===== src/hw/rtl/gtha_pkg.sv =====
package gtha_pkg;

  localparam int unsigned OP_W     = 2;
  localparam int unsigned HANDLE_W = 32;
  localparam int unsigned IDX_W    = 16;
  localparam int unsigned GEN_W    = 16;
  localparam int unsigned STAT_W   = 2;
  localparam int unsigned CFG_W    = 11;

  // Operation codes carried in the request payload.
  localparam logic [OP_W-1:0] OP_ALLOC  = 2'd0;
  localparam logic [OP_W-1:0] OP_FREE   = 2'd1;
  localparam logic [OP_W-1:0] OP_LOOKUP = 2'd2;

  // Status codes returned with every response.
  localparam logic [STAT_W-1:0] STAT_OK      = 2'd0;
  localparam logic [STAT_W-1:0] STAT_NO_SLOT = 2'd1;
  localparam logic [STAT_W-1:0] STAT_RANGE   = 2'd2;
  localparam logic [STAT_W-1:0] STAT_EMPTY   = 2'd3;

  // Commands from the controller to the datapath.
  typedef struct packed {
    logic accept;
    logic commit;
    logic clear;
  } gtha_cmd_t;

  // Status from the datapath to the controller.
  typedef struct packed {
    logic reinit;
    logic clear_last;
    logic out_free;
  } gtha_sts_t;

endpackage


===== src/hw/rtl/gtha_ctrl.sv =====
module gtha_ctrl
  import gtha_pkg::*;
(
  input  logic      clk_i,
  input  logic      rst_ni,
  input  logic      in_valid_i,
  output logic      in_ready_o,
  input  gtha_sts_t sts_i,
  output gtha_cmd_t cmd_o
);

  typedef enum logic [1:0] {
    CLEARING,
    IDLE,
    EXEC
  } state_e;

  state_e state_q;

  always_ff @(posedge clk_i or negedge rst_ni) begin
    if (!rst_ni) begin
      state_q <= CLEARING;
    end else if (sts_i.reinit) begin
      state_q <= CLEARING;
    end else begin
      unique case (state_q)
        CLEARING: if (sts_i.clear_last) state_q <= IDLE;
        IDLE:     if (in_valid_i) state_q <= EXEC;
        EXEC:     if (sts_i.out_free) state_q <= IDLE;
        default:  state_q <= CLEARING;
      endcase
    end
  end

  // The request is taken only in IDLE; the result is written back in EXEC
  // once the output register can take it.
  assign in_ready_o    = (state_q == IDLE);
  assign cmd_o.accept  = (state_q == IDLE) && in_valid_i;
  assign cmd_o.commit  = (state_q == EXEC) && sts_i.out_free;
  assign cmd_o.clear   = (state_q == CLEARING);

endmodule


===== config.mk =====
export PLATFORM = sky130hd
export DESIGN_NAME = gtha_ctrl
export DESIGN_NICKNAME = d
export VERILOG_FILES = /design/src/hw/rtl/gtha_pkg.sv /design/src/hw/rtl/gtha_ctrl.sv
export SDC_FILE = /design/constraint.sdc
export NUM_CORES = 1
export LEC_CHECK = 0
export CORE_AREA = 4 4 41 43
export CTS_CLUSTER_DIAMETER = 200
export DETAILED_ROUTE_END_ITERATION = 10
export DIE_AREA = 0 0 45 47
export DONT_BUFFER_PORTS = 1
export GPL_TIMING_DRIVEN = 0
export SLEW_MARGIN = 25
export SYNTH_ARGS = -nofsm -noshare
export SYNTH_HDL_FRONTEND = slang
export SYNTH_SLANG_ARGS = --single-unit

===== constraint.sdc =====
create_clock -name clk_i -period 2.3 [get_ports clk_i]
set_input_delay 0.23 -clock clk_i [delete_from_list [all_inputs] [get_ports clk_i]]
set_output_delay 0.23 -clock clk_i [all_outputs]
set_load 0.05 [all_outputs]

==> reports/results.md <==
• finished clean — run status
• flop to output port — classification of the worst setup path
• 143.9 µm² — area post-placement
• 103.7 µW — Int Pwr
• 1.33 ns — Crit path arrival time
• 3.946% — overall global routing resource usage
• 26 — number of nets in the final layout
• 2 — Num Clock Sinks
• 1 — detailed-routing iteration count for the pre-antenna-repair pass
• 2 — maximum clock path buffer count
• 32.51% — switching portion of total power
• 41.63% — worst max-slew margin expressed relative to the limit
• 7 — critical path peak fanout
• 0.8723 ns — transition at the pin with the smallest max-transition slack
• 1 — Levels on crit path
• 27.3% — sequential power share
• 517 µm — global-route wire length before repair
• 115 — vias post-DR
• 2115 µm² — die footprint
• 2 — number of flip-flops in the largest register
• 1 — WHS Path Cells
• 0 — number of pins exceeding their max-slew limit in the final report
• 3.448% — met3 global-route usage
• sky130_fd_sc_hd__nor2_1 — highest-delay cell along the critical path
• 0.03 ns — clock input transition at the sequential cells of the worst setup and hold paths
• 0 — Hold Vio Cnt, Final
• sky130_fd_sc_hd__clkbuf_4 — Clock Tree Root
• 0 ns — Setup Total Neg Slack
• 9.727 µm — Avg WL per Cell
• 0.7387 ns — worst setup slack after layout
• 5.085% — met2 Usage GRT
• 0.22 ns — Clock Latency Late Sink
• 0.00008379 µW — total leakage power
• met2 — Most Crowded Layer GR
• 0 — number of violations of the max-capacitance limit
• 67.88% — share of the cycle needed by the critical path after routing
• 0 — worst path buffer plus inverter count
• output port — type of element capturing the critical path
• 1 — quantity of hold-fixing buffers added after cts
• 0.9675 ns — worst setup timing slack at the placement stage
• yes — clock tree from TritonCTS
• 47 µm — Die Y
• 2 — Seq cells post-synth
• 0.6615 — gp weighted congestion
• 0 — remaining design rule violation count
• 0 — Starting DRT DRC Count
• 3 — total CTS buffers
• 8 — maximum number of pins on one net before global-route repair
• 0 — number of diodes added for antenna fixing
• 0 — Synth Warn #
• 3.485 — via-per-instance ratio
• 176.4 µm² — final instance area
• state_q (2) — Largest regs
• simple AND/OR/NAND/NOR gates — category of cells accounting for the largest share of critical-path delay
• 14 — post-synthesis cell count
• 41.00% — area added between synthesis and finish
• 33 — non-filler cells in the finished layout
• 40.00% — portion of the post-synthesis area used by sequential elements
• 125.1 µm² — area of the mapped netlist
• 8.937 µm² — synthesized area per cell
• 50.2% — part of the power in the clock network
• 49.96 µW — switching component of the power
• 0 — total gr overflow
• 871.0 nW/µm² — Pwr per Cell Area
• 129.2 µV — Max IR drop VDD
• 27.78% — fraction of final layout cells sized beyond drive strength 1
• 20 — net count of the mapped netlist
• 0 — number of setup buffers added after CTS
• flop — element type at the critical path start
• false — RSZ-0062 raised after global routing
• 153.7 µW — total power draw
• 1 — number of H-tree levels
• 640.5 MHz — maximum clock rate
• 0 — Gates resized, CTS repair
• state_q — largest reg by FF count
• 321 µm — Total Wirelength
• 11 — Netlist cell types
• 2 — worst r2r path cells
• 0 — number of antenna violations at the first check in global routing
• 45 µm — chip width
• 1301 µm² — area inside the core boundary
• 1.561 ns — min Tclk post-route
• nor2_1 — cells along the critical path
• 0.0006609 ns — clock skew after layout
• 9.615% — effective utilization at floorplan
• 0 — Port Buffer Count
• 128 — number of global-route vias before repair
• 150 — fillcell total
• 13 — placement row count
• 29 — placed instance count
• 0.69 ns — CP peak stage delay
• 1.17 ns — r2r setup slk
• primary input to flop — class of the worst hold path
• 0 — final setup violating endpoints
• 3.855% — met1 usage in global routing
• 10 — I/O pin count
• 22.5% — combinational share of power
• 2.07 ns — CP required
• 0 — final antenna-violating net count
-- final cells by class --
class                   instances  area (µm²)  share of cell area, %
multi-input cells              10       67.56                  38.30
clock buffers                   3       22.52                  12.77
repair buffers                  1       10.01                  5.674
inverters                       2       7.507                  4.255
well taps                      15       18.77                  10.64
flip-flops and latches          2       50.05                  28.37
-- power by group through the flow --
| stage | logic, µW | clock network [µW] | registers (µW) |
|---|---|---|---|
| final | 34.6 | 77.1 | 42.0 |
| after global routing | 36.3 | 86.7 | 42.6 |
| after CTS | 35.0 | 81.8 | 41.9 |
| after detailed placement | 33.1 | 0 | 42.3 |
| after global placement | 33.0 | 0 | 42.0 |
| after floorplan | 31.6 | 0 | 41.2 |
-- final timing paths --
| kind | to | start |
|---|---|---|
| max | cmd_o[0] | state_q[0] |
| min | state_q[1] | sts_i[2] |
| max reg2reg | state_q[0] | state_q[0] |
| min reg2reg | state_q[1] | state_q[1] |
| max in group asynchronous | state_q[0] | rst_ni |
| min in group asynchronous | state_q[1] | rst_ni |
-- per-stage QoR --
stage / utilization (%) / hold WS [ns]
after global placement: 11.06 / -0.06554
after CTS: 13.56 / 0.06106
after global routing: 13.56 / 0.05895
after floorplan: - / -0.06559
after detailed placement: 11.06 / -0.06553
final: 13.56 / 0.06878
-- placed cells by master, fill, tap and decap left out, drive strengths merged --
| cell type | instances |
|---|---|
| a21oi | 1 |
| a32o | 1 |
| and2b | 1 |
| and3b | 1 |
| clkbuf | 3 |
| dfrtp | 2 |
| dlygate4sd3 | 1 |
| inv | 2 |
| nand2 | 1 |
| nand3b | 1 |
| nor2 | 2 |
| or2 | 1 |
| or3b | 1 |
-- cell families (layout without fill, tap and decap cells) --
family,count (synthesis),after routing,synth area share [%]
compound gates,2,2,12.00
buf+inv,2,6,6.002
flops,2,2,40.00
simple gates,8,8,42.01
-- metal layers --
layer	up-vias	part of all wire, %
met3	0	12
met5	-	0
met2	9	46
met1	50	41
li1	56	-
met4	0	0
-- synthesized netlist by cell type --
| cell | number | share of area [%] |
|---|---|---|
| sky130_fd_sc_hd__dfrtp_1 | 2 | 40 |
| sky130_fd_sc_hd__inv_1 | 2 | 6.0 |
| sky130_fd_sc_hd__nand3b_1 | 1 | 6.0 |
| sky130_fd_sc_hd__nand2_1 | 1 | 3.0 |
| sky130_fd_sc_hd__a32o_1 | 1 | 8.0 |
| sky130_fd_sc_hd__and3b_2 | 1 | 8.0 |
| sky130_fd_sc_hd__a21oi_1 | 1 | 4.0 |
| sky130_fd_sc_hd__and2b_2 | 1 | 7.0 |
| sky130_fd_sc_hd__nor2_1 | 2 | 6.0 |
| sky130_fd_sc_hd__or2_1 | 1 | 5.0 |
| sky130_fd_sc_hd__or3b_1 | 1 | 7.0 |
No activity file was read; power rests on OpenSTA's default activity.
